**src/rtl/llsgd_pkg.sv**
```systemverilog
package llsgd_pkg;

  localparam int DATA_W    = 16;
  localparam int FRAC_W    = 12;
  localparam int ACC_W     = 48;
  localparam int LR_W      = 16;
  localparam int NUM_W     = 6;
  localparam int DIV_STEPS = ACC_W;
  localparam int MAC_PRED  = 3;
  localparam int MAC_LAST  = 9;
  localparam int CNT_W     = 6;
  localparam int SEL_W     = 4;
  localparam int IDX_W     = 3;

  // register indexes
  localparam logic [2:0] REG_LR = 3'd6;
  localparam logic [2:0] REG_BS = 3'd7;

  // command codes
  localparam logic CMD_RELOAD = 1'b1;

  localparam logic [NUM_W-1:0][DATA_W-1:0] INIT_RESET = {
    16'hFCCD, 16'h019A, 16'h0666, 16'h0333, 16'hFB33, 16'h0800
  };
  localparam logic [LR_W-1:0] LR_RESET = 16'd655;
  localparam logic [7:0]      BS_RESET = 8'd2;

  typedef struct packed {
    logic [NUM_W-1:0][DATA_W-1:0] init;
    logic [LR_W-1:0]              lr;
    logic [7:0]                   bs;
  } cfg_t;

  typedef enum logic [3:0] {
    OP_NONE,
    OP_LOAD,
    OP_RELOAD,
    OP_MAC,
    OP_PRED,
    OP_COUNT,
    OP_DIV_INIT,
    OP_DIV_STEP,
    OP_MEAN,
    OP_SCL_LO,
    OP_SCL_HI,
    OP_WB,
    OP_BDONE,
    OP_OUT
  } op_t;

  typedef struct packed {
    op_t              op;
    logic [SEL_W-1:0] sel;
  } cmd_t;

  typedef struct packed {
    logic batch_end;
  } stat_t;

  typedef enum logic [3:0] {
    S_IDLE,
    S_RELOAD,
    S_MAC,
    S_PRED,
    S_CHK,
    S_DINIT,
    S_DIV,
    S_MEAN,
    S_SLO,
    S_SHI,
    S_WB,
    S_BDONE,
    S_FIN
  } state_t;

  // saturate a wide signed value to the data width
  function automatic logic signed [DATA_W-1:0] sat_data(input logic signed [37:0] v);
    logic signed [37:0] hi;
    logic signed [37:0] lo;
    hi = 38'sd32767;
    lo = -38'sd32768;
    if (v > hi) begin
      sat_data = 16'sh7FFF;
    end else if (v < lo) begin
      sat_data = 16'sh8000;
    end else begin
      sat_data = v[DATA_W-1:0];
    end
  endfunction

endpackage

```
**src/rtl/llsgd_cfg.sv**
```systemverilog
module llsgd_cfg (
  input  logic                clk,
  input  logic                rst_n,
  input  logic                psel,
  input  logic                penable,
  input  logic                pwrite,
  input  logic [4:0]          paddr,
  input  logic [31:0]         pwdata,
  output logic [31:0]         prdata,
  output logic                pready,
  output llsgd_pkg::cfg_t     cfg
);

  llsgd_pkg::cfg_t cfg_r;
  logic [2:0]      idx;
  logic            wr;

  assign pready = 1'b1;
  assign idx    = paddr[4:2];
  assign wr     = psel && penable && pwrite;
  assign cfg    = cfg_r;

  // register writes
  always_ff @(posedge clk) begin
    if (!rst_n) begin
      cfg_r.init <= llsgd_pkg::INIT_RESET;
      cfg_r.lr   <= llsgd_pkg::LR_RESET;
      cfg_r.bs   <= llsgd_pkg::BS_RESET;
    end else if (wr) begin
      unique case (idx)
        llsgd_pkg::REG_LR: cfg_r.lr <= pwdata[15:0];
        llsgd_pkg::REG_BS: cfg_r.bs <= pwdata[7:0];
        default:           cfg_r.init[idx] <= pwdata[15:0];
      endcase
    end
  end

  // read mux
  always_comb begin
    unique case (idx)
      llsgd_pkg::REG_LR: prdata = {16'd0, cfg_r.lr};
      llsgd_pkg::REG_BS: prdata = {24'd0, cfg_r.bs};
      default:           prdata = {16'd0, cfg_r.init[idx]};
    endcase
  end

endmodule

```
**src/rtl/llsgd_ctrl.sv**
```systemverilog
module llsgd_ctrl (
  input  logic               clk,
  input  logic               rst_n,
  input  logic               in_tvalid,
  input  logic               in_cmd,
  output logic               in_tready,
  output logic               out_tvalid,
  input  logic               out_tready,
  input  llsgd_pkg::stat_t   stat,
  output llsgd_pkg::cmd_t    cmd
);

  llsgd_pkg::state_t             state_r, state_nxt;
  logic [llsgd_pkg::CNT_W-1:0]   cnt_r, cnt_nxt;
  logic [llsgd_pkg::IDX_W-1:0]   idx_r, idx_nxt;
  logic                          ovld_r, ovld_nxt;

  assign out_tvalid = ovld_r;

  // state register
  always_ff @(posedge clk) begin
    if (!rst_n) begin
      state_r <= llsgd_pkg::S_IDLE;
      cnt_r   <= '0;
      idx_r   <= '0;
      ovld_r  <= 1'b0;
    end else begin
      state_r <= state_nxt;
      cnt_r   <= cnt_nxt;
      idx_r   <= idx_nxt;
      ovld_r  <= ovld_nxt;
    end
  end

  // next state and commands
  always_comb begin
    state_nxt = state_r;
    cnt_nxt   = cnt_r;
    idx_nxt   = idx_r;
    ovld_nxt  = ovld_r && !out_tready;
    in_tready = 1'b0;
    cmd.op    = llsgd_pkg::OP_NONE;
    cmd.sel   = '0;
    unique case (state_r)
      llsgd_pkg::S_IDLE: begin
        in_tready = 1'b1;
        if (in_tvalid) begin
          cmd.op  = llsgd_pkg::OP_LOAD;
          cnt_nxt = '0;
          state_nxt = (in_cmd == llsgd_pkg::CMD_RELOAD) ? llsgd_pkg::S_RELOAD
                                                        : llsgd_pkg::S_MAC;
        end
      end
      llsgd_pkg::S_RELOAD: begin
        cmd.op    = llsgd_pkg::OP_RELOAD;
        state_nxt = llsgd_pkg::S_FIN;
      end
      llsgd_pkg::S_MAC: begin
        cmd.op  = llsgd_pkg::OP_MAC;
        cmd.sel = cnt_r[llsgd_pkg::SEL_W-1:0];
        cnt_nxt = cnt_r + 1'b1;
        if (cnt_r == llsgd_pkg::CNT_W'(llsgd_pkg::MAC_PRED)) begin
          state_nxt = llsgd_pkg::S_PRED;
        end else if (cnt_r == llsgd_pkg::CNT_W'(llsgd_pkg::MAC_LAST)) begin
          state_nxt = llsgd_pkg::S_CHK;
        end
      end
      llsgd_pkg::S_PRED: begin
        cmd.op    = llsgd_pkg::OP_PRED;
        state_nxt = llsgd_pkg::S_MAC;
      end
      llsgd_pkg::S_CHK: begin
        idx_nxt = '0;
        if (stat.batch_end) begin
          state_nxt = llsgd_pkg::S_DINIT;
        end else begin
          cmd.op    = llsgd_pkg::OP_COUNT;
          state_nxt = llsgd_pkg::S_FIN;
        end
      end
      llsgd_pkg::S_DINIT: begin
        cmd.op    = llsgd_pkg::OP_DIV_INIT;
        cmd.sel   = {1'b0, idx_r};
        cnt_nxt   = '0;
        state_nxt = llsgd_pkg::S_DIV;
      end
      llsgd_pkg::S_DIV: begin
        cmd.op  = llsgd_pkg::OP_DIV_STEP;
        cnt_nxt = cnt_r + 1'b1;
        if (cnt_r == llsgd_pkg::CNT_W'(llsgd_pkg::DIV_STEPS - 1)) begin
          state_nxt = llsgd_pkg::S_MEAN;
        end
      end
      llsgd_pkg::S_MEAN: begin
        cmd.op    = llsgd_pkg::OP_MEAN;
        state_nxt = llsgd_pkg::S_SLO;
      end
      llsgd_pkg::S_SLO: begin
        cmd.op    = llsgd_pkg::OP_SCL_LO;
        state_nxt = llsgd_pkg::S_SHI;
      end
      llsgd_pkg::S_SHI: begin
        cmd.op    = llsgd_pkg::OP_SCL_HI;
        state_nxt = llsgd_pkg::S_WB;
      end
      llsgd_pkg::S_WB: begin
        cmd.op  = llsgd_pkg::OP_WB;
        cmd.sel = {1'b0, idx_r};
        if (idx_r == llsgd_pkg::IDX_W'(llsgd_pkg::NUM_W - 1)) begin
          state_nxt = llsgd_pkg::S_BDONE;
        end else begin
          idx_nxt   = idx_r + 1'b1;
          state_nxt = llsgd_pkg::S_DINIT;
        end
      end
      llsgd_pkg::S_BDONE: begin
        cmd.op    = llsgd_pkg::OP_BDONE;
        state_nxt = llsgd_pkg::S_FIN;
      end
      llsgd_pkg::S_FIN: begin
        if (!ovld_r || out_tready) begin
          cmd.op    = llsgd_pkg::OP_OUT;
          ovld_nxt  = 1'b1;
          state_nxt = llsgd_pkg::S_IDLE;
        end
      end
      default: state_nxt = llsgd_pkg::S_IDLE;
    endcase
  end

endmodule

```
**src/rtl/llsgd_dp.sv**
```systemverilog
module llsgd_dp (
  input  logic                clk,
  input  logic                rst_n,
  input  llsgd_pkg::cfg_t     cfg,
  input  llsgd_pkg::cmd_t     cmd,
  output llsgd_pkg::stat_t    stat,
  input  logic [63:0]         in_data,
  output logic [159:0]        out_data,
  output logic                out_done
);

  logic signed [15:0] x0_r, x1_r, t0_r, t1_r;
  logic signed [15:0] w_r [llsgd_pkg::NUM_W];
  logic signed [47:0] acc_r [llsgd_pkg::NUM_W];
  logic signed [33:0] s0_r, s1_r;
  logic signed [15:0] p0_r, p1_r;
  logic signed [16:0] e0_r, e1_r;
  logic [32:0]        lsum_r;
  logic [7:0]         scnt_r;
  logic               done_r;
  logic [47:0]        q_r;
  logic [7:0]         rem_r;
  logic               neg_r;
  logic signed [47:0] mean_r;
  logic signed [63:0] scl_r;
  logic [159:0]       odata_r;
  logic               odone_r;

  logic signed [24:0] ma;
  logic signed [17:0] mb;
  logic signed [42:0] mp;
  logic [8:0]         n9;
  logic [8:0]         eff;
  logic signed [33:0] r0, r1;
  logic signed [15:0] p0, p1;
  logic signed [16:0] e0, e1;
  logic [8:0]         dsh;
  logic signed [47:0] dsrc;
  logic signed [63:0] rnd;
  logic signed [35:0] stp;
  logic [2:0]         si;

  assign si       = cmd.sel[2:0];
  assign out_data = odata_r;
  assign out_done = odone_r;

  // batch end check
  assign n9  = {1'b0, scnt_r} + 9'd1;
  assign eff = (cfg.bs == 8'd0) ? 9'd1 : {1'b0, cfg.bs};
  assign stat.batch_end = (n9 >= eff);

  // shared multiplier operand select
  always_comb begin
    ma = '0;
    mb = '0;
    case (cmd.op)
      llsgd_pkg::OP_MAC: begin
        case (cmd.sel)
          4'd0: begin ma = 25'(w_r[0]); mb = 18'(x0_r); end
          4'd1: begin ma = 25'(w_r[1]); mb = 18'(x1_r); end
          4'd2: begin ma = 25'(w_r[2]); mb = 18'(x0_r); end
          4'd3: begin ma = 25'(w_r[3]); mb = 18'(x1_r); end
          4'd4: begin ma = 25'(e0_r);   mb = 18'(e0_r); end
          4'd5: begin ma = 25'(e1_r);   mb = 18'(e1_r); end
          4'd6: begin ma = 25'(e0_r);   mb = 18'(x0_r); end
          4'd7: begin ma = 25'(e0_r);   mb = 18'(x1_r); end
          4'd8: begin ma = 25'(e1_r);   mb = 18'(x0_r); end
          4'd9: begin ma = 25'(e1_r);   mb = 18'(x1_r); end
          default: begin ma = '0; mb = '0; end
        endcase
      end
      llsgd_pkg::OP_SCL_LO: begin
        ma = $signed({1'b0, mean_r[23:0]});
        mb = $signed({2'b00, cfg.lr});
      end
      llsgd_pkg::OP_SCL_HI: begin
        ma = 25'($signed(mean_r[47:24]));
        mb = $signed({2'b00, cfg.lr});
      end
      default: begin
        ma = '0;
        mb = '0;
      end
    endcase
  end
  assign mp = ma * mb;

  // prediction rounding, saturation and error
  assign r0 = s0_r + $signed({{2{w_r[4][15]}}, w_r[4], 12'd0}) + 34'sd2048;
  assign r1 = s1_r + $signed({{2{w_r[5][15]}}, w_r[5], 12'd0}) + 34'sd2048;
  assign p0 = llsgd_pkg::sat_data(38'($signed(r0[33:12])));
  assign p1 = llsgd_pkg::sat_data(38'($signed(r1[33:12])));
  assign e0 = 17'(p0) - 17'(t0_r);
  assign e1 = 17'(p1) - 17'(t1_r);

  // divider shift and rounding of the scaled step
  assign dsh  = {rem_r, q_r[47]};
  assign dsrc = acc_r[si];
  assign rnd  = scl_r + 64'sd134217728;
  assign stp  = rnd[63:28];

  // datapath registers
  always_ff @(posedge clk) begin
    if (!rst_n) begin
      for (int i = 0; i < llsgd_pkg::NUM_W; i++) begin
        w_r[i]   <= llsgd_pkg::INIT_RESET[i];
        acc_r[i] <= '0;
      end
      scnt_r  <= '0;
      done_r  <= 1'b0;
      odone_r <= 1'b0;
    end else begin
      case (cmd.op)
        llsgd_pkg::OP_LOAD: begin
          x0_r   <= in_data[15:0];
          x1_r   <= in_data[31:16];
          t0_r   <= in_data[47:32];
          t1_r   <= in_data[63:48];
          done_r <= 1'b0;
        end
        llsgd_pkg::OP_RELOAD: begin
          for (int i = 0; i < llsgd_pkg::NUM_W; i++) begin
            w_r[i]   <= cfg.init[i];
            acc_r[i] <= '0;
          end
          scnt_r <= '0;
          p0_r   <= '0;
          p1_r   <= '0;
          lsum_r <= '0;
          done_r <= 1'b0;
        end
        llsgd_pkg::OP_MAC: begin
          case (cmd.sel)
            4'd0: s0_r <= 34'(mp);
            4'd1: s0_r <= s0_r + 34'(mp);
            4'd2: s1_r <= 34'(mp);
            4'd3: s1_r <= s1_r + 34'(mp);
            4'd4: lsum_r <= 33'(mp);
            4'd5: lsum_r <= lsum_r + 33'(mp);
            4'd6: acc_r[0] <= acc_r[0] + 48'(mp);
            4'd7: acc_r[1] <= acc_r[1] + 48'(mp);
            4'd8: acc_r[2] <= acc_r[2] + 48'(mp);
            4'd9: acc_r[3] <= acc_r[3] + 48'(mp);
            default: ;
          endcase
        end
        llsgd_pkg::OP_PRED: begin
          p0_r     <= p0;
          p1_r     <= p1;
          e0_r     <= e0;
          e1_r     <= e1;
          acc_r[4] <= acc_r[4] + $signed({{19{e0[16]}}, e0, 12'd0});
          acc_r[5] <= acc_r[5] + $signed({{19{e1[16]}}, e1, 12'd0});
        end
        llsgd_pkg::OP_COUNT: scnt_r <= n9[7:0];
        llsgd_pkg::OP_DIV_INIT: begin
          neg_r <= dsrc[47];
          q_r   <= dsrc[47] ? 48'(-dsrc) : 48'(dsrc);
          rem_r <= '0;
        end
        llsgd_pkg::OP_DIV_STEP: begin
          if (dsh >= n9) begin
            rem_r <= 8'(dsh - n9);
            q_r   <= {q_r[46:0], 1'b1};
          end else begin
            rem_r <= dsh[7:0];
            q_r   <= {q_r[46:0], 1'b0};
          end
        end
        llsgd_pkg::OP_MEAN: mean_r <= neg_r ? -$signed(q_r) : $signed(q_r);
        llsgd_pkg::OP_SCL_LO: scl_r <= 64'(mp);
        llsgd_pkg::OP_SCL_HI: scl_r <= scl_r + (64'(mp) <<< 24);
        llsgd_pkg::OP_WB: begin
          w_r[si]   <= llsgd_pkg::sat_data(38'(w_r[si]) - 38'(stp));
          acc_r[si] <= '0;
        end
        llsgd_pkg::OP_BDONE: begin
          scnt_r <= '0;
          done_r <= 1'b1;
        end
        llsgd_pkg::OP_OUT: begin
          odata_r <= {w_r[5], w_r[4], w_r[3], w_r[2], w_r[1], w_r[0],
                      lsum_r[32:1], p1_r, p0_r};
          odone_r <= done_r;
        end
        default: ;
      endcase
    end
  end

endmodule

```
**src/rtl/linear_layer_sgd_trainer_core.sv**
```systemverilog
// Linear layer trainer: two inputs, two outputs, minibatch gradient descent.
// Input stream: in_tdata carries x_first, x_second, target_first,
// target_second (Q4.12); in_tuser is the command (0 train, 1 reload).
// Result stream: one transaction per input with both predictions, the loss,
// batch_done in out_tuser and the six weights after the item.
// Configuration: APB registers for initial weights, learning rate, batch size.
// Items are handled one at a time through a single shared multiplier.
// A train item runs ten multiplies with a rounding step after the fourth, a
// batch check and output, and the next item can be accepted in the cycle
// out_tvalid rises; a reload runs the weight reload and then output.
// An item that completes a batch then runs, per weight, a divider load, a
// bit-serial divide of the 48-bit accumulator by the sample count, a sign fix,
// two multiplies for the learning rate scaling and a write-back, repeated six
// times, and finally a step that flags the batch.
// Reset loads the initial register reset values into the weights, clears the
// accumulators and sample count and empties the output register.
// The next item is accepted while a result waits in the output register; if
// the receiver still stalls when the following result is done, the block
// holds in its final state until out_tready.
module linear_layer_sgd_trainer_core (
  input  logic          clk,
  input  logic          rst_n,
  // x_first, x_second, target_first, target_second
  input  logic [63:0]   in_tdata,
  // command
  input  logic [0:0]    in_tuser,
  input  logic          in_tvalid,
  output logic          in_tready,
  // pred_first, pred_second, loss_value, weight_00, weight_01, weight_10,
  // weight_11, bias_0, bias_1
  output logic [159:0]  out_tdata,
  // batch_done
  output logic [0:0]    out_tuser,
  output logic          out_tvalid,
  input  logic          out_tready,
  input  logic          cfg_psel,
  input  logic          cfg_penable,
  input  logic          cfg_pwrite,
  input  logic [4:0]    cfg_paddr,
  input  logic [31:0]   cfg_pwdata,
  output logic [31:0]   cfg_prdata,
  output logic          cfg_pready
);

  llsgd_pkg::cfg_t  cfg;
  llsgd_pkg::cmd_t  cmd;
  llsgd_pkg::stat_t stat;

  // configuration registers
  llsgd_cfg u_cfg (
    .clk     (clk),
    .rst_n   (rst_n),
    .psel    (cfg_psel),
    .penable (cfg_penable),
    .pwrite  (cfg_pwrite),
    .paddr   (cfg_paddr),
    .pwdata  (cfg_pwdata),
    .prdata  (cfg_prdata),
    .pready  (cfg_pready),
    .cfg     (cfg)
  );

  // sequencer
  llsgd_ctrl u_ctrl (
    .clk        (clk),
    .rst_n      (rst_n),
    .in_tvalid  (in_tvalid),
    .in_cmd     (in_tuser[0]),
    .in_tready  (in_tready),
    .out_tvalid (out_tvalid),
    .out_tready (out_tready),
    .stat       (stat),
    .cmd        (cmd)
  );

  // arithmetic and state
  llsgd_dp u_dp (
    .clk      (clk),
    .rst_n    (rst_n),
    .cfg      (cfg),
    .cmd      (cmd),
    .stat     (stat),
    .in_data  (in_tdata),
    .out_data (out_tdata),
    .out_done (out_tuser[0])
  );

endmodule

```
**config.mk**
```make
export PLATFORM = sky130hd
export DESIGN_NAME = linear_layer_sgd_trainer_core
export DESIGN_NICKNAME = d
export VERILOG_FILES = /design/src/rtl/llsgd_pkg.sv /design/src/rtl/llsgd_cfg.sv /design/src/rtl/llsgd_ctrl.sv /design/src/rtl/llsgd_dp.sv /design/src/rtl/linear_layer_sgd_trainer_core.sv
export SDC_FILE = /design/constraint.sdc
export NUM_CORES = 2
export LEC_CHECK = 0
export BUFFER_PORTS_ARGS = -buffer_cell sky130_fd_sc_hd__buf_2
export CAP_MARGIN = 10
export CORE_MARGIN = 5
export CORE_UTILIZATION = 55
export DETAILED_ROUTE_END_ITERATION = 10
export MAX_ROUTING_LAYER = met4
export PLACE_DENSITY = 0.78
export SLEW_MARGIN = 15
export SYNTH_ARGS = -nofsm -noshare
export SYNTH_HDL_FRONTEND = slang
export SYNTH_HIERARCHICAL = 1
export SYNTH_SLANG_ARGS = --single-unit
```
**constraint.sdc**
```tcl
create_clock -name clk -period 27.6 [get_ports clk]
set_clock_uncertainty 0.05 [all_clocks]
set_input_delay 6.9 -clock clk [delete_from_list [all_inputs] [get_ports clk]]
set_output_delay 6.9 -clock clk [all_outputs]
set_load 0.005 [all_outputs]
```
# Word level (Yosys, flattened, before mapping)
# Memory sizes are Yosys's and may differ from the RTL's.
# Index checks and enable logic that the tools add are counted.
[totals]
register_bits = 704
output_inout_bits = 196
input_bits = 109
n_memories = 2
ram_bits = 384
elab_cells = 289
[classes]
n_mux = 105
n_bitwise = 19
add_sub_neg = 24
n_eq_ne = 46
magnitude_cmp = 10
reduce_logical = 50
multipliers = 1
[memory_table]
columns = ["name", "words", "width", "read_ports", "rd_clocked_by_memory_dff", "wr", "line", "rtl"]
rows = [
  ["u_dp.acc_r", 6, 48, 7, 0, 6, "llsgd_dp.sv:14", "logic signed [47:0] acc_r [llsgd_pkg::NUM_W];"],
  ["u_dp.w_r", 6, 16, 7, 0, 6, "llsgd_dp.sv:13", "logic signed [15:0] w_r [llsgd_pkg::NUM_W];"],
]
[ops]
columns = ["op", "n"]
rows = [
  ["$mux W48", 15],
  ["$mux W16", 17],
  ["$add A48 B43 Y48", 4],
  ["$pmux W25 S6", 1],
  ["$pmux W34 S2", 2],
  ["$pmux W33 S2", 2],
  ["$pmux W64 S2", 1],
  ["$add A48 B29 Y48", 2],
  ["$bwmux W96", 1],
  ["$neg A48 Y48", 2],
  ["$pmux W16 S2", 3],
  ["$pmux W48 S2", 1],
  ["$pmux W25 S3", 1],
  ["$pmux W18 S4", 1],
  ["$add A34 B13 Y34 const B", 2],
  ["$add A34 B28 Y34", 2],
  ["$add A34 B34 Y34", 2],
  ["$add A64 B29 Y64 const B", 1],
  ["$add A64 B64 Y64", 1],
  ["$eq A4 B4 Y1 const B", 13],
  ["$pmux W4 S13", 1],
  ["$bmux W16 S3", 1],
  ["$demux W16 S3", 1],
  ["$eq A4 B3 Y1 const B", 12],
  ["other kinds (55)", 166],
]

# Depth between registers and ports, before layout
[logic_depth]
depth_word = 12
ltp_mapped = 61
mapped_depth_nobuf = 59

# Modules after synthesis
# Netlist, hierarchy kept.
[modules_own_cells]
columns = ["module", "area_per_inst_um2", "cells_per_inst", "seq_area_each_um2", "instances"]
rows = [
  ["llsgd_dp", 82049.9, 8954, 25424.4, 1],
  ["llsgd_cfg", 5724.2, 613, 2402.3, 1],
  ["llsgd_ctrl", 1153.6, 152, 280.3, 1],
]

# Worst setup path before layout
# Ideal clock, no wire load.
[synth_path]
path_kind = "in2reg"
startpoint = "input out_tready"
endpoint = "memory u_dp.acc_r[2][47]"
required_time_ns = 27.431
cell_stages = 43
t_arrival_ns = 17.572
n_path_buf = 2
setup_ns = 0.119
path_slack_ns = 9.859
cell_sequence = "nor2b_1 -> o21ai_0 -> nand2_1 -> a211oi_1 -> nand2_1 -> nor3_1 -> nand2_1 -> clkbuf_1 -> a31oi_1 -> a221o_1 -> clkbuf_1 -> nand2_1 -> fa_1 -> inv_1 -> fa_1 -> inv_1 -> fa_1 -> inv_1 -> [7 not listed] -> and3_1 -> a221o_1 -> a21o_1 -> a31o_2 -> xor2_1 -> ha_1 -> a21o_1 -> a21o_1 -> a21oi_1 -> o31ai_1 -> a2111oi_0 -> o21ai_0 -> a41oi_1 -> o31ai_1 -> a221oi_1 -> xor2_1 -> nor3_1 -> o21bai_1"
[synth_lines]
columns = ["element", "line", "rtl"]
rows = [
  ["from (decl)", "linear_layer_sgd_trainer_core.sv:35", "input logic out_tready,"],
  ["to (decl)", "llsgd_dp.sv:14", ""],
]

==> out/qor.csv <==
metric;value;unit
grt.busiest_layer;met2;
antenna_found_initial;24;
instances_no_fill;12200;
dp_hpwl;251000;µm
ys_ff_latch;1072;
die_h;412;µm
drc;0;
syn_inst;9719;
period_share;74.0;%
n_fill_cell;13700;
die-area;170000;µm²
p_per_area;99.0;nW/µm²
clock_sinks;1072;
cts-root-buf;clkbuf_16;
endpoint_kind;flip-flop;
crit_slowest_cell;a221o_1;
htree_num_levels;3;
dr.pass1.iters;10;
met1_usage;49.9;%
min-delay-path-class;flip-flop to flip-flop;
track_usage;38.9;%
nets;11100;
clk_pin_slew;0.06;ns
maxSlewHeadroom;9.03;%
ant_nets;0;
required;28.17;ns
worst-setup-path-type;input pin to flip-flop;
cap_violations;0;
p_total;9.62;mW
power_leakage;41.9;nW
grt_pass1_wl;482000;µm
grt_pass1_vias;75400;
finalMaxSlewViolations;0;
drt_iter0_drc;10200;
synthArstFlopShare;0;%
outcome;complete, no violations;
layout_min_cycle_time;20.42;ns
setup_tns;0;ns
numCtsBuffers;119;
holdWs;0.367;ns
most-common-layout-cells;nand2_1, inv_1, a21oi_1;
worst-endpoint-arrival;20.99;ns
cts_tree;yes;
die_w;412;µm
final_hold_viol_count;0;
cts-hold-fix-buffers;0;
crit_top_cell;ha_1;
grt_max_degree;84;
synthToLayoutAreaGrowth;9.31;%
pin_count;305;
post_cts_resize_count;0;
met2_usage;56.2;%
clk_latency;0.82;ns
finalSetupViolations;0;
grtUsageMet3;8.39;%
rows;147;
cp-start-kind;input pin;
yosys_warnings;6;
final-seq-area;28100;µm²
start_util;55.3;%
numPortBuffers;269;
cts_setup_buffers;0;
worst_pin_slew;1.36;ns
core_area;161000;µm²
clockBufferDepth;3;
grt_overflow_total;0;
final_layout_size_suffix_gt1_share;9.35;%
avgSynthCellArea;9.15;µm²
wirelength;330000;µm
cp_max_fo;33;
gp_congestion;1.06;
synthFlopType;edfxtp_1;
dp.cells;11900;
synth_edf_count;664;
via_count;79200;
syn-cell-area;88900;µm²
mostFrequentLayoutCell;nand2_1;
yosys.cell_types.count;109;
cpPeakStageDelay;0.96;ns
wl_per_cell;27.1;µm
peakVddDrop;0.100;mV
final_util;60.5;%
fmax;0.0490;GHz
via_per_inst;6.51;
seq_area_frac_synth;31.6;%
multi_input_area;56400;µm²
rsz0062_at_grt;no;
[cell usage after synthesis, drive strengths merged (74+ instances only)]
| cell type | number | area (µm²) |
|---|---|---|
| nand2 | 1145 | 4330 |
| inv | 818 | 3070 |
| a21oi | 721 | 3610 |
| edfxtp | 664 | 19900 |
| nor2 | 649 | 2470 |
| ha | 641 | 8020 |
| o21ai | 561 | 2810 |
| fa | 457 | 9150 |
| dfxtp | 408 | 8170 |
| xnor2 | 355 | 3110 |
| nand3 | 313 | 1580 |
| a21o | 299 | 2240 |
| clkbuf | 297 | 1120 |
| xor2 | 222 | 1940 |
| nor3 | 140 | 728 |
| buf | 136 | 778 |
| mux2i | 129 | 1290 |
| a31oi | 126 | 788 |
| nor2b | 113 | 707 |
| nand2b | 111 | 702 |
| a22oi | 94 | 706 |
| and2 | 91 | 569 |
| o21bai | 85 | 638 |
| mux4 | 84 | 1890 |
| a211oi | 74 | 583 |
[layout make-up]
cell class / instances / share of cell area [%]
well taps: 2160 / 2.78
diodes: 24 / 0.0618
multi-input cells: 7408 / 58.0
repair buffers: 459 / 2.88
inverters: 821 / 3.17
flip-flops and latches: 1072 / 28.9
clock buffers: 151 / 3.33
clock inverters: 74 / 0.824
[layer usage]
layer  vias up  share of wire (%)
li1      35000                  -
met1     38300                 38
met3      1040                 12
met5         -                  0
met4         0                7.9
met2      4826                 42
[worst max-delay path, delay by kind of cell]
kind / cells / cell delay, ns
buf+inv: 9 / 1.54
fa+ha+maj: 9 / 3.54
compound gates: 18 / 6.82
xor+xnor: 2 / 0.39
simple gates: 7 / 1.68
[kinds of logic (layout without fill, tap and decap cells)]
group / Yosys count / count (layout) / share of synthesized area (%)
and+or+nand+nor: 2913 / 2913 / 15.3
AOI/OAI and AO/OA: 2557 / 2557 / 18.5
buffers and inverters: 1254 / 1505 / 5.60
adders and majority gates: 1098 / 1098 / 19.3
DFF: 1072 / 1072 / 31.6
xor gates and xnor gates: 577 / 577 / 5.68
muxes: 246 / 246 / 4.00
other: 2 / 41 / 0.00845
[worst paths after layout]
kind,start,endpoint,slack (ns),cells after the start
worst max-delay path,out_tready,u_dp/acc_r[2][47]$_SDFFE_PP0P_,7.18,45
worst min-delay path,u_dp/p0_r[15]$_SDFFCE_PP0P_,u_dp/out_data[15]$_DFFE_PP_,0.37,0
worst max register to register,u_ctrl/state_r[1]$_SDFFE_PN0P_,u_dp/acc_r[2][47]$_SDFFE_PP0P_,10.89,46
worst min register to register,u_dp/p0_r[15]$_SDFFCE_PP0P_,u_dp/out_data[15]$_DFFE_PP_,0.37,0
[registers in the layout, summed over array words and instances, names as in the netlist, 16 cells and up]
name           count
u_dp/x1_r         16
u_dp/s1_r         34
u_dp/lsum_r       33
u_dp/scl_r        40
u_dp/t0_r         16
u_dp/e1_r         17
u_dp/s0_r         34
u_dp/acc_r       264
u_dp/q_r          48
u_dp/out_data    160
u_dp/x0_r         16
u_dp/p0_r         16
u_cfg/cfg        120
u_dp/t1_r         16
u_dp/mean_r       48
u_dp/e0_r         17
u_dp/w_r         128
u_dp/p1_r         16
[metrics by stage]
stage	worst slack [ns]	instance area, µm²
after floorplan	9.86	89000
after global placement	7.22	93000
after detailed placement	6.88	93000
after CTS	7.55	97100
after global routing	6.79	97200
final	7.18	97200
[power by group]
part           leakage (nW)  switching [mW]  internal [mW]  total, mW
Clock                  1.96           0.721          0.946       1.67
Sequential             9.24           0.149           1.93       2.08
Combinational          30.7            3.94           1.94       5.88
No activity file was read; power rests on OpenSTA's default activity.
